<file path="config.mk">
export PLATFORM = sky130hd
export DESIGN_NAME = nec_ir_edge_decoder_flat
export DESIGN_NICKNAME = d
export VERILOG_FILES = /design/src/rtl/core/necd_pkg.sv /design/src/rtl/core/necd_if.sv /design/src/rtl/core/necd_regs.sv /design/src/rtl/core/necd_frame.sv /design/src/rtl/core/nec_ir_edge_decoder.sv /design/src/flat_wrapper.sv
export SDC_FILE = /design/constraint.sdc
export NUM_CORES = 1
export LEC_CHECK = 0
export ABC_AREA = 1
export ABC_CLOCK_PERIOD_IN_PS = 13200
export BUFFER_PORTS_ARGS = -buffer_cell sky130_fd_sc_hd__buf_2
export CAP_MARGIN = 20
export CORE_UTILIZATION = 50
export CTS_BUF_LIST = sky130_fd_sc_hd__clkbuf_8
export DETAILED_ROUTE_END_ITERATION = 10
export GPL_TIMING_DRIVEN = 0
export PLACE_DENSITY = 0.72
export SYNTH_ARGS = -nofsm -noshare
export SYNTH_HDL_FRONTEND = slang
export SYNTH_HIERARCHICAL = 1
export SYNTH_SLANG_ARGS = --single-unit
</file>
<file path="constraint.sdc">
create_clock -name clk -period 13.2 [get_ports clk]
set_input_delay 0.66 -clock clk [delete_from_list [all_inputs] [get_ports clk]]
set_output_delay 0.66 -clock clk [all_outputs]
set_load 0.005 [all_outputs]
</file>
<file path="src/rtl/core/necd_pkg.sv">
// necd_pkg: shared types, register codes and constants of the nec ir edge decoder
// used by the interfaces and every module under rtl/core
package necd_pkg;

    localparam int TIME_BITS_DEF = 48;
    localparam int DATA_BITS     = 32;
    localparam int REG_BITS      = 28;
    localparam int CFG_IDX_BITS  = 3;
    localparam int EDGE_BITS     = 7;
    localparam int BYTE_BITS     = 8;

    localparam logic [EDGE_BITS-1:0] LEADER_LOW_EDGE   = 7'd1;
    localparam logic [EDGE_BITS-1:0] LEADER_SPACE_EDGE = 7'd2;
    localparam logic [EDGE_BITS-1:0] FIRST_BIT_EDGE    = 7'd4;
    localparam logic [EDGE_BITS-1:0] LAST_BIT_EDGE     = EDGE_BITS'(2 * DATA_BITS + 2);
    localparam logic [EDGE_BITS-1:0] REPEAT_EDGES      = 7'd4;
    localparam logic [EDGE_BITS-1:0] FRAME_EDGES       = EDGE_BITS'(2 * DATA_BITS + 4);

    localparam logic [REG_BITS-1:0] LEADER_LOW_MIN_RST   = 28'd8000000;
    localparam logic [REG_BITS-1:0] LEADER_LOW_MAX_RST   = 28'd10000000;
    localparam logic [REG_BITS-1:0] KEY_SPACE_MIN_RST    = 28'd3500000;
    localparam logic [REG_BITS-1:0] KEY_SPACE_MAX_RST    = 28'd5500000;
    localparam logic [REG_BITS-1:0] REPEAT_SPACE_MIN_RST = 28'd2000000;
    localparam logic [REG_BITS-1:0] REPEAT_SPACE_MAX_RST = 28'd2500000;
    localparam logic [REG_BITS-1:0] ONE_SPACE_RST        = 28'd1000000;
    localparam logic [REG_BITS-1:0] IDLE_TIMEOUT_RST     = 28'd100000000;

    localparam logic [BYTE_BITS-1:0] ERR_BYTE = 8'hFF;
    localparam logic [BYTE_BITS-1:0] RPT_BYTE = 8'h00;

    typedef enum logic [CFG_IDX_BITS-1:0] {
        REG_LEADER_LOW_MIN   = 3'd0,
        REG_LEADER_LOW_MAX   = 3'd1,
        REG_KEY_SPACE_MIN    = 3'd2,
        REG_KEY_SPACE_MAX    = 3'd3,
        REG_REPEAT_SPACE_MIN = 3'd4,
        REG_REPEAT_SPACE_MAX = 3'd5,
        REG_ONE_SPACE        = 3'd6,
        REG_IDLE_TIMEOUT     = 3'd7
    } reg_idx_t;

    typedef enum logic [1:0] {
        KIND_KEY    = 2'd0,
        KIND_REPEAT = 2'd1,
        KIND_ERROR  = 2'd2
    } kind_t;

    typedef enum logic {
        CMD_EDGE = 1'b0,
        CMD_TICK = 1'b1
    } cmd_t;

    typedef struct packed {
        logic [REG_BITS-1:0] leader_low_min;
        logic [REG_BITS-1:0] leader_low_max;
        logic [REG_BITS-1:0] key_space_min;
        logic [REG_BITS-1:0] key_space_max;
        logic [REG_BITS-1:0] repeat_space_min;
        logic [REG_BITS-1:0] repeat_space_max;
        logic [REG_BITS-1:0] one_space_threshold;
        logic [REG_BITS-1:0] idle_timeout;
    } cfg_t;

    typedef struct packed {
        logic                 valid;
        kind_t                kind;
        logic [BYTE_BITS-1:0] address;
        logic [BYTE_BITS-1:0] command;
    } result_t;

endpackage

</file>
<file path="src/rtl/core/necd_if.sv">
// necd interfaces: event input, result output and register write channels
// depends on necd_pkg for field widths
interface necd_evt_if #(
    parameter int TIME_BITS = necd_pkg::TIME_BITS_DEF
);
    logic                 valid;
    logic                 ready;
    logic                 cmd;
    logic [TIME_BITS-1:0] time_ns;

    modport source (output valid, cmd, time_ns, input ready);
    modport sink (input valid, cmd, time_ns, output ready);
endinterface

interface necd_res_if;
    logic                           valid;
    logic                           ready;
    logic [1:0]                     kind;
    logic [necd_pkg::BYTE_BITS-1:0] address;
    logic [necd_pkg::BYTE_BITS-1:0] command;

    modport source (output valid, kind, address, command, input ready);
    modport sink (input valid, kind, address, command, output ready);
endinterface

interface necd_cfg_if;
    logic                              valid;
    logic                              ready;
    logic [necd_pkg::CFG_IDX_BITS-1:0] index;
    logic [necd_pkg::REG_BITS-1:0]     data;

    modport source (output valid, index, data, input ready);
    modport sink (input valid, index, data, output ready);
endinterface

</file>
<file path="src/rtl/core/necd_regs.sv">
// necd_regs: timing threshold registers written through the config channel
// depends on necd_pkg and necd_cfg_if
module necd_regs (
    input  logic              clk,
    input  logic              rst_n,
    necd_cfg_if.sink          cfg,
    output necd_pkg::cfg_t    regs
);

    necd_pkg::cfg_t regs_reg;
    necd_pkg::cfg_t regs_next;

    assign cfg.ready = 1'b1;
    assign regs      = regs_reg;

    always_comb
    begin
        regs_next = regs_reg;
        if (cfg.valid)
        begin
            unique case (necd_pkg::reg_idx_t'(cfg.index))
                necd_pkg::REG_LEADER_LOW_MIN:   regs_next.leader_low_min      = cfg.data;
                necd_pkg::REG_LEADER_LOW_MAX:   regs_next.leader_low_max      = cfg.data;
                necd_pkg::REG_KEY_SPACE_MIN:    regs_next.key_space_min       = cfg.data;
                necd_pkg::REG_KEY_SPACE_MAX:    regs_next.key_space_max       = cfg.data;
                necd_pkg::REG_REPEAT_SPACE_MIN: regs_next.repeat_space_min    = cfg.data;
                necd_pkg::REG_REPEAT_SPACE_MAX: regs_next.repeat_space_max    = cfg.data;
                necd_pkg::REG_ONE_SPACE:        regs_next.one_space_threshold = cfg.data;
                necd_pkg::REG_IDLE_TIMEOUT:     regs_next.idle_timeout        = cfg.data;
                default:                        regs_next = regs_reg;
            endcase
        end
    end

    always_ff @(posedge clk or negedge rst_n)
    begin
        if (!rst_n)
        begin
            regs_reg.leader_low_min      <= necd_pkg::LEADER_LOW_MIN_RST;
            regs_reg.leader_low_max      <= necd_pkg::LEADER_LOW_MAX_RST;
            regs_reg.key_space_min       <= necd_pkg::KEY_SPACE_MIN_RST;
            regs_reg.key_space_max       <= necd_pkg::KEY_SPACE_MAX_RST;
            regs_reg.repeat_space_min    <= necd_pkg::REPEAT_SPACE_MIN_RST;
            regs_reg.repeat_space_max    <= necd_pkg::REPEAT_SPACE_MAX_RST;
            regs_reg.one_space_threshold <= necd_pkg::ONE_SPACE_RST;
            regs_reg.idle_timeout        <= necd_pkg::IDLE_TIMEOUT_RST;
        end
        else
        begin
            regs_reg <= regs_next;
        end
    end

endmodule

</file>
<file path="src/rtl/core/necd_frame.sv">
// necd_frame: frame state (edge count, leader flags, bit shifter, idle timer)
// and the single-pass decision for one event; depends on necd_pkg
module necd_frame #(
    parameter int TIME_BITS = necd_pkg::TIME_BITS_DEF
) (
    input  logic                    clk,
    input  logic                    rst_n,
    input  logic                    go,
    input  logic                    cmd,
    input  logic [TIME_BITS-1:0]    time_ns,
    input  necd_pkg::cfg_t          regs,
    output necd_pkg::result_t       res
);

    logic [TIME_BITS-1:0]            last_time_reg, last_time_next;
    logic [necd_pkg::EDGE_BITS-1:0]  edge_cnt_reg, edge_cnt_next;
    logic                            lead_ok_reg, lead_ok_next;
    logic                            key_ok_reg, key_ok_next;
    logic                            rpt_ok_reg, rpt_ok_next;
    logic [necd_pkg::DATA_BITS-1:0]  shift_reg, shift_next;
    logic                            armed_reg, armed_next;

    logic [TIME_BITS-1:0]            delta;
    logic [necd_pkg::EDGE_BITS-1:0]  cnt_inc;
    logic                            bit_edge;
    logic [necd_pkg::BYTE_BITS-1:0]  b0, b1, b2, b3;

    // interval since last edge, modulo the time width
    assign delta   = time_ns - last_time_reg;
    assign cnt_inc = edge_cnt_reg + 1'b1;
    assign bit_edge = (edge_cnt_reg >= necd_pkg::FIRST_BIT_EDGE) &&
                      (edge_cnt_reg <= necd_pkg::LAST_BIT_EDGE) && !edge_cnt_reg[0];
    assign b0 = shift_reg[31:24];
    assign b1 = shift_reg[23:16];
    assign b2 = shift_reg[15:8];
    assign b3 = shift_reg[7:0];

    always_comb
    begin
        last_time_next = last_time_reg;
        edge_cnt_next  = edge_cnt_reg;
        lead_ok_next   = lead_ok_reg;
        key_ok_next    = key_ok_reg;
        rpt_ok_next    = rpt_ok_reg;
        shift_next     = shift_reg;
        armed_next     = armed_reg;
        res.valid      = 1'b0;
        res.kind       = necd_pkg::KIND_ERROR;
        res.address    = necd_pkg::ERR_BYTE;
        res.command    = necd_pkg::ERR_BYTE;

        if (necd_pkg::cmd_t'(cmd) == necd_pkg::CMD_TICK)
        begin
            if (armed_reg && (delta >= TIME_BITS'(regs.idle_timeout)))
            begin
                edge_cnt_next = '0;
                armed_next    = 1'b0;
                res.valid     = 1'b1;
            end
        end
        else
        begin
            if (edge_cnt_reg == necd_pkg::LEADER_LOW_EDGE)
            begin
                lead_ok_next = (delta >= TIME_BITS'(regs.leader_low_min)) &&
                               (delta <= TIME_BITS'(regs.leader_low_max));
            end
            else if (edge_cnt_reg == necd_pkg::LEADER_SPACE_EDGE)
            begin
                key_ok_next = (delta >= TIME_BITS'(regs.key_space_min)) &&
                              (delta <= TIME_BITS'(regs.key_space_max));
                rpt_ok_next = (delta >= TIME_BITS'(regs.repeat_space_min)) &&
                              (delta <= TIME_BITS'(regs.repeat_space_max));
            end
            else if (bit_edge)
            begin
                shift_next = {shift_reg[necd_pkg::DATA_BITS-2:0],
                              (delta > TIME_BITS'(regs.one_space_threshold))};
            end
            last_time_next = time_ns;
            edge_cnt_next  = cnt_inc;
            armed_next     = 1'b1;

            // flags used here were settled on earlier edges
            if ((cnt_inc == necd_pkg::REPEAT_EDGES) && lead_ok_reg && rpt_ok_reg)
            begin
                edge_cnt_next = '0;
                armed_next    = 1'b0;
                res.valid     = 1'b1;
                res.kind      = necd_pkg::KIND_REPEAT;
                res.address   = necd_pkg::RPT_BYTE;
                res.command   = necd_pkg::RPT_BYTE;
            end
            else if (cnt_inc >= necd_pkg::FRAME_EDGES)
            begin
                edge_cnt_next = '0;
                armed_next    = 1'b0;
                res.valid     = 1'b1;
                if (lead_ok_reg && key_ok_reg && (b0 == ~b1) && (b2 == ~b3))
                begin
                    res.kind    = necd_pkg::KIND_KEY;
                    res.address = b0;
                    res.command = b2;
                end
            end
        end
    end

    always_ff @(posedge clk or negedge rst_n)
    begin
        if (!rst_n)
        begin
            last_time_reg <= '0;
            edge_cnt_reg  <= '0;
            lead_ok_reg   <= 1'b0;
            key_ok_reg    <= 1'b0;
            rpt_ok_reg    <= 1'b0;
            shift_reg     <= '0;
            armed_reg     <= 1'b0;
        end
        else if (go)
        begin
            last_time_reg <= last_time_next;
            edge_cnt_reg  <= edge_cnt_next;
            lead_ok_reg   <= lead_ok_next;
            key_ok_reg    <= key_ok_next;
            rpt_ok_reg    <= rpt_ok_next;
            shift_reg     <= shift_next;
            armed_reg     <= armed_next;
        end
    end

endmodule

</file>
<file path="src/rtl/core/nec_ir_edge_decoder.sv">
// nec_ir_edge_decoder: top level, input register, frame stage and result register
// depends on necd_pkg, necd_if, necd_regs and necd_frame
//
// Decodes NEC infrared frames from timestamped receiver-pin edges and periodic
// time ticks. One event is taken every clock cycle when the result side keeps
// up: an event is held in the input register, is decoded in one pass against
// the frame state once the result register is free or being drained, and its
// result (if any) is loaded into the result register, where the sink takes it.
// The single frame-state update stage sets the rate; the input register is
// refilled in the same cycle it drains, and it holds while a result waits
// to be taken. An edge gives a repeat result on edge REPEAT_EDGES of a
// repeat frame, a key or error result on edge FRAME_EDGES of a key frame, and a
// tick gives an error once the idle timeout has run out since the last edge of
// an unfinished frame. Timing thresholds are eight 28-bit registers in ns,
// written through the config channel, which is always ready; a write takes
// effect on the next cycle and should only be made while the decoder is idle.
module nec_ir_edge_decoder #(
    parameter int TIME_BITS = necd_pkg::TIME_BITS_DEF
) (
    input  logic       clk,
    input  logic       rst_n,
    necd_evt_if.sink   evt,
    necd_res_if.source res,
    necd_cfg_if.sink   cfg
);

    // input register
    logic                 in_vld_reg, in_vld_next;
    logic                 in_cmd_reg;
    logic [TIME_BITS-1:0] in_time_reg;

    // result register
    logic                           out_vld_reg, out_vld_next;
    necd_pkg::kind_t                out_kind_reg;
    logic [necd_pkg::BYTE_BITS-1:0] out_addr_reg;
    logic [necd_pkg::BYTE_BITS-1:0] out_cmd_reg;

    necd_pkg::cfg_t    regs;
    necd_pkg::result_t frame_res;
    logic              advance;

    // the held event is decoded once the result slot is free or being drained
    assign advance   = in_vld_reg && (!out_vld_reg || res.ready);
    assign evt.ready = !in_vld_reg || advance;

    assign in_vld_next  = evt.valid ? 1'b1 : (in_vld_reg && !advance);
    assign out_vld_next = advance ? frame_res.valid : (out_vld_reg && !res.ready);

    necd_regs u_regs (
        .clk   (clk),
        .rst_n (rst_n),
        .cfg   (cfg),
        .regs  (regs)
    );

    necd_frame #(
        .TIME_BITS (TIME_BITS)
    ) u_frame (
        .clk     (clk),
        .rst_n   (rst_n),
        .go      (advance),
        .cmd     (in_cmd_reg),
        .time_ns (in_time_reg),
        .regs    (regs),
        .res     (frame_res)
    );

    always_ff @(posedge clk or negedge rst_n)
    begin
        if (!rst_n)
        begin
            in_vld_reg  <= 1'b0;
            out_vld_reg <= 1'b0;
        end
        else
        begin
            in_vld_reg  <= in_vld_next;
            out_vld_reg <= out_vld_next;
        end
    end

    // payload: load event on transfer
    always_ff @(posedge clk)
    begin
        if (evt.valid && evt.ready)
        begin
            in_cmd_reg  <= evt.cmd;
            in_time_reg <= evt.time_ns;
        end
    end

    // payload: capture decoded result
    always_ff @(posedge clk)
    begin
        if (advance && frame_res.valid)
        begin
            out_kind_reg <= frame_res.kind;
            out_addr_reg <= frame_res.address;
            out_cmd_reg  <= frame_res.command;
        end
    end

    assign res.valid   = out_vld_reg;
    assign res.kind    = out_kind_reg;
    assign res.address = out_addr_reg;
    assign res.command = out_cmd_reg;

`ifndef ASSERT_OFF
    // error results always carry all-ones bytes
    a_err_bytes: assert property (@(posedge clk) disable iff (!rst_n)
        (out_vld_reg && (out_kind_reg == necd_pkg::KIND_ERROR)) |->
        ((out_addr_reg == necd_pkg::ERR_BYTE) && (out_cmd_reg == necd_pkg::ERR_BYTE)))
        else $error("error result without all-ones bytes");

    // repeat results always carry zero bytes
    a_rpt_bytes: assert property (@(posedge clk) disable iff (!rst_n)
        (out_vld_reg && (out_kind_reg == necd_pkg::KIND_REPEAT)) |->
        ((out_addr_reg == necd_pkg::RPT_BYTE) && (out_cmd_reg == necd_pkg::RPT_BYTE)))
        else $error("repeat result with nonzero bytes");

    // a held event that cannot advance is never dropped
    a_in_hold: assert property (@(posedge clk) disable iff (!rst_n)
        (in_vld_reg && !advance) |=> (in_vld_reg && $stable(in_time_reg)))
        else $error("stalled event lost from input register");

    // a pending result is not overwritten while the sink stalls
    a_out_hold: assert property (@(posedge clk) disable iff (!rst_n)
        (out_vld_reg && !res.ready) |-> !advance)
        else $error("result register overwritten while stalled");
`endif

endmodule
</file>
<file path="src/flat_wrapper.sv">
// flat-port wrapper written by rule: the top's interface ports become plain ports
module nec_ir_edge_decoder_flat 
#(
    parameter int TIME_BITS = necd_pkg::TIME_BITS_DEF
)
  (clk, rst_n, evt_valid, evt_cmd, evt_time_ns, evt_ready, res_valid, res_kind, res_address, res_command, res_ready, cfg_valid, cfg_index, cfg_data, cfg_ready);
  necd_evt_if #(.TIME_BITS(TIME_BITS)) evt_i ();
  necd_res_if res_i ();
  necd_cfg_if cfg_i ();
  input  logic clk;
  input  logic rst_n;
  input wire logic [$bits(evt_i.valid)-1:0] evt_valid;
  input wire logic [$bits(evt_i.cmd)-1:0] evt_cmd;
  input wire logic [$bits(evt_i.time_ns)-1:0] evt_time_ns;
  output wire logic [$bits(evt_i.ready)-1:0] evt_ready;
  output wire logic [$bits(res_i.valid)-1:0] res_valid;
  output wire logic [$bits(res_i.kind)-1:0] res_kind;
  output wire logic [$bits(res_i.address)-1:0] res_address;
  output wire logic [$bits(res_i.command)-1:0] res_command;
  input wire logic [$bits(res_i.ready)-1:0] res_ready;
  input wire logic [$bits(cfg_i.valid)-1:0] cfg_valid;
  input wire logic [$bits(cfg_i.index)-1:0] cfg_index;
  input wire logic [$bits(cfg_i.data)-1:0] cfg_data;
  output wire logic [$bits(cfg_i.ready)-1:0] cfg_ready;
  assign evt_i.valid = evt_valid;
  assign evt_i.cmd = evt_cmd;
  assign evt_i.time_ns = evt_time_ns;
  assign evt_ready = evt_i.ready;
  assign res_valid = res_i.valid;
  assign res_kind = res_i.kind;
  assign res_address = res_i.address;
  assign res_command = res_i.command;
  assign res_i.ready = res_ready;
  assign cfg_i.valid = cfg_valid;
  assign cfg_i.index = cfg_index;
  assign cfg_i.data = cfg_data;
  assign cfg_ready = cfg_i.ready;
  nec_ir_edge_decoder #(.TIME_BITS(TIME_BITS)) u_core (.clk(clk), .rst_n(rst_n), .evt(evt_i), .res(res_i), .cfg(cfg_i));
endmodule
</file>
After elaboration in Yosys (flattened, before gate mapping)

Index checks and enable logic that the tools add are counted.

Register bits: 384
ROM bits: 0
Latch bits: 0
Bits in writable memories: 0
Bits of input ports: 85
Output and inout bits: 21
Memories: 0
Logic and storage cells: 105

Magnitude comparators: 11
Bitwise operators: 5
Add/sub/neg operators: 2
Reductions and logical operators: 37
Shift-type cells: 0
Div/mod/pow operators: 0
Eq/ne operators: 13
$mul: 0
Multiplexer cells: 15

Operators by type and width:

| operator                                                               | number |
|---|---|
| 48-bit by 28-bit >= comparator with 1-bit output                       | 4 |
| 48-bit by 28-bit <= comparator with 1-bit output                       | 3 |
| 48-bit by 28-bit > comparator with 1-bit output                        | 1 |
| 48-bit subtractor                                                      | 1 |
| 19-bit 2-to-1 mux                                                      | 2 |
| 7-bit 2-to-1 mux                                                       | 4 |
| 2-bit AND reduction                                                    | 10 |
| 18-bit 2-to-1 mux                                                      | 1 |
| 8-bit == test                                                          | 2 |
| 1-bit logical AND                                                      | 16 |
| 8-bit inverter                                                         | 2 |
| 3-bit == test (second input constant)                                  | 4 |
| 1-bit 2-to-1 mux                                                       | 8 |
| 7-bit by 1-bit adder with 7-bit output (second input constant)         | 1 |
| 7-bit by 1-bit == test with 1-bit output (second input constant)       | 1 |
| 7-bit by 2-bit == test with 1-bit output (second input constant)       | 1 |
| 7-bit by 3-bit == test with 1-bit output (second input constant)       | 1 |
| 7-bit by 3-bit >= comparator with 1-bit output (second input constant) | 1 |
| 7-bit >= comparator (second input constant)                            | 1 |
| 7-bit <= comparator (second input constant)                            | 1 |
| 3-bit by 2-bit == test with 1-bit output (second input constant)       | 2 |
| 1-bit zero test                                                        | 5 |
| 5-bit AND reduction                                                    | 1 |
| 4-bit AND reduction                                                    | 1 |
| other kinds (6)                                                        | 9 |

Depth between registers and ports, before layout

Depth after elaboration: 9
Mapped depth: 27
Gate-level depth less buffers: 27

By module

The synthesis kept the hierarchy.

By module, submodules not included:

| module              | area each (µm²) | cells an instance | times used |
|---|---|---|---|
| necd_frame          | 13731.9         | 2190              | 1 |
| necd_regs           | 9018.6          | 1001              | 1 |
| nec_ir_edge_decoder | 2118.3          | 82                | 1 |

Worst setup path before layout

No wires, ideal clock.

Path kind: register -> register
Start: reg u_core.in_time_reg[0]
End: reg u_core.out_addr_reg, in the netlist u_core/res.address[0] (enable)
Buffers on the path: 0
Arrival time: 3845 ps
Path slack: 8962 ps
Stages on the path, launching flop included: 25
Library setup time: 393 ps
Path through: edfxtp_1 inv_1 ha_1 inv_1 fa_1 nand3_1 nand3_1 nand2_1 nand2_1 nand2_1 nand2_1 xor2_1 ha_1 a21oi_1 o21a_1 nor2_1 nor3_1 a21boi_0 a21oi_1 nor2_1 nand3_1 nand2_1 a21oi_1 inv_1 nor2_1

RTL lines:

| element                  | RTL line                  | text |
|---|---|---|
| start: declaration       | nec_ir_edge_decoder.sv:30 | `logic [TIME_BITS-1:0] in_time_reg;` |
| start signal: assignment | nec_ir_edge_decoder.sv:88 | `in_time_reg <= evt.time_ns;` |
| end signal: assignment   | nec_ir_edge_decoder.sv:98 | `out_addr_reg <= frame_res.address;` |
| end: declaration         | nec_ir_edge_decoder.sv:35 | `logic [necd_pkg::BYTE_BITS-1:0] out_addr_reg;` |

==> flow_summary.json <==
{
  "status": "completed",
  "layout_commonest_cell": "nand2_1",
  "insertion_delay_ns": 0.67,
  "cts_buffer_depth": 3,
  "synth_top_area_share": 0.2465,
  "cts-htree-levels": 3,
  "dp.cells": 4028,
  "synth-warning-count": 6,
  "drc": 0,
  "antenna_left": 0,
  "fin_hold_ws_ns": 0.06955,
  "io_pins": 106,
  "async_reset_ff_frac": 0.8255,
  "relSlewSlack": 0.2008,
  "syn_area_um2": 24870,
  "final_cells": 4154,
  "grt_setup_unrepaired": "no",
  "multi_input_area_um2": 12240,
  "dp_hpwl_um": 49510,
  "synthTopCellsByArea": "dfrtp_1, nand2_1, ha_1",
  "first_global_vias": 19863,
  "synth_top_area_cell": "dfrtp_1",
  "port_buffers": 76,
  "gp_congestion": 0.9340,
  "period_share": 0.4285,
  "antenna_found_initial": 0,
  "maxCapViolCount": 0,
  "layout_setup_ws_ns": 7.544,
  "synth_cell_type_count": 52,
  "start_kind": "flop",
  "first_iter_violations": 1854,
  "synth-edff-count": 67,
  "cts_root_buffer": "clkbuf_8",
  "setup_violations": 0,
  "fmaxAchievable_mhz": 176.8,
  "maxSlewViolCount": 0,
  "largest_register_ffs": 224,
  "min_path_type": "input port to asynchronous set/reset pin",
  "wl_met2_um": 29730,
  "post_cts_buffers": 0,
  "antenna-diode-count": 0,
  "fin_nets": 3798,
  "met1_length_um": 30740,
  "critPathArrivalTime_ns": 6.00,
  "wl_met3_um": 5103,
  "clock-sinks": 384,
  "overflow": 0,
  "synth_seq_cells": 384,
  "clkSlewWorstSetupHoldPaths_ns": 0.06,
  "rows": 81,
  "cts_tree": "built",
  "vias": 21339,
  "crit_fanout": 11,
  "track_usage": 0.2732,
  "power.density_nw_per_um2": 177.0,
  "wl_per_cell_um": 16.35,
  "regArea_um2": 10030,
  "ctsHoldBuffers": 0,
  "cp.required_ns": 13.54,
  "setup_tns_ns": 0,
  "final_core_util": 0.5646,
  "synth.yosys.seq_area_share": 0.4035,
  "firstDrtPassIters": 6,
  "irDropWorstVdd_mv": 0.08775,
  "ctsResizeCount": 0,
  "worstMarginPinSlew_ns": 1.195,
  "syn_to_final_growth_pct": 11.36,
  "die_w_um": 225.0,
  "syn_avg_cell_area_um2": 7.598,
  "clock_skew_ns": 0.03738,
  "grt_pass1_wl_um": 106600,
  "core-area_um2": 49050,
  "power.leakage_nw": 14.74,
  "final_cell_mix": "nand2_1, inv_1, ha_1, dfrtp_1, nand3_1",
  "die_h_um": 225.0,
  "die_area_um2": 50630,
  "synth_flop_cell": "dfrtp_1",
  "numCtsBuffers": 70,
  "totalWireLength_um": 67940,
  "via_per_inst": 5.137,
  "fillers": 4708,
  "endpoint_kind": "flop",
  "synthCells": 3273,
  "hold_viol_final": 0,
  "fin_crit_ns": 5.656,
  "dr.max_layer_used": "met4",
  "post-place-ws_ns": 7.567,
  "grt_max_degree": 119,
  "syn_nets": 3634,
  "crit_type": "flop to flop",
  "initial_utilization": 0.5070,
  "drive_above_1_share": 0.1195
}
final cells by class:
cell class / instances / area share
tap: 664 / 0.03000
multi-input combinational: 2235 / 0.4421
timing repair buffer: 92 / 0.02101
sequential: 384 / 0.3624
buffer: 95 / 0.02002
clock inverter: 40 / 0.006551
clock buffer: 85 / 0.04224
inverter: 559 / 0.07577
kinds of logic after synthesis:
kind of cell / Yosys count / share of synthesized area
AO/OA/AOI/OAI: 309 / 0.06963
XOR/XNOR: 33 / 0.01162
adder cells (fa/ha/maj): 276 / 0.1392
buffers and inverters: 654 / 0.1067
flip-flops: 384 / 0.4035
multiplexers: 1 / 0.0004528
other: 1 / 0.0001508
AND/OR/NAND/NOR: 1615 / 0.2688
cells in the mapped netlist (all sizes together), types with 2 or more instances:
library cell	number
nand2	1210
inv	559
ha	275
dfrtp	245
nand3	168
nor2	150
a21oi	126
o21ai	113
buf	76
dfstp	72
edfxtp	67
nand4	41
xor2	28
nor3	26
clkbuf	19
a211oi	15
o22ai	12
nand3b	10
o21bai	8
o2111ai	6
o21a	6
nor4	5
xnor2	5
a21o	4
a31oi	4
o211ai	4
o221a	4
o221ai	3
a221oi	2
and3	2
report_power, final:
| part | internal, mW | switching [mW] | total [mW] |
|---|---|---|---|
| Combinational | 0.820 | 1.45 | 2.27 |
| Sequential | 1.43 | 0.101 | 1.53 |
| Clock | 0.582 | 0.520 | 1.10 |
| Total | 2.83 | 2.07 | 4.90 |
stage by stage:
stage | area (µm²) | power, mW
after floorplan | 24870 | 3.069
after global placement | 26080 | 3.665
after detailed placement | 26330 | 3.773
after CTS | 27690 | 4.902
after global routing | 27690 | 5.301
final | 27690 | 4.901
critical path: stages (launching register included):
cell	delay, ns
edfxtp_1	0.36
inv_1	0.08
ha_1	0.17
inv_1	0.07
fa_1	0.39
nand3_1	0.13
nand3_1	0.14
nand2_1	0.09
nand2_1	0.17
nand2_1	0.10
nand2_1	0.10
xor2_1	0.90
ha_1	0.30
a21oi_1	0.07
o21a_1	0.16
nor2_1	0.08
nor3_1	0.05
a21boi_0	0.14
a21oi_1	0.36
nor2_1	0.10
nand3_1	0.19
nand2_1	0.13
a21oi_1	0.15
inv_1	0.07
nor2_1	0.51
buf_4	0.31
layer usage:
metal,up-vias,track usage
li1,10641,-
met1,9870,0.3777
met2,675,0.4244
met3,153,0.05385
met4,0,0.09919
met5,-,0
path summary, 6_finish.rpt:
kind	slack [ns]	from	endpoint	cells past startpoint
min in group clk	0.18	evt_time_ns[2]	u_core/in_time_reg[2]$_DFFE_PP_	1
worst max register to register	7.54	u_core/in_time_reg[0]$_DFFE_PP_	u_core/res.command[6]$_DFFE_PP_	25
worst min register to register	0.46	u_core/u_regs/regs[15]$_DFFE_PN1P_	u_core/u_regs/regs[15]$_DFFE_PN1P_	2
worst min-delay path	0.07	rst_n	u_core/u_regs/regs[106]$_DFFE_PN0P_	1
worst max-delay path	7.54	u_core/in_time_reg[0]$_DFFE_PP_	u_core/res.command[6]$_DFFE_PP_	25
max in group asynchronous	11.64	rst_n	u_core/u_frame/shift_reg[25]$_DFFE_PN0P_	3
Note: power is estimated with default switching activity, not from simulation.
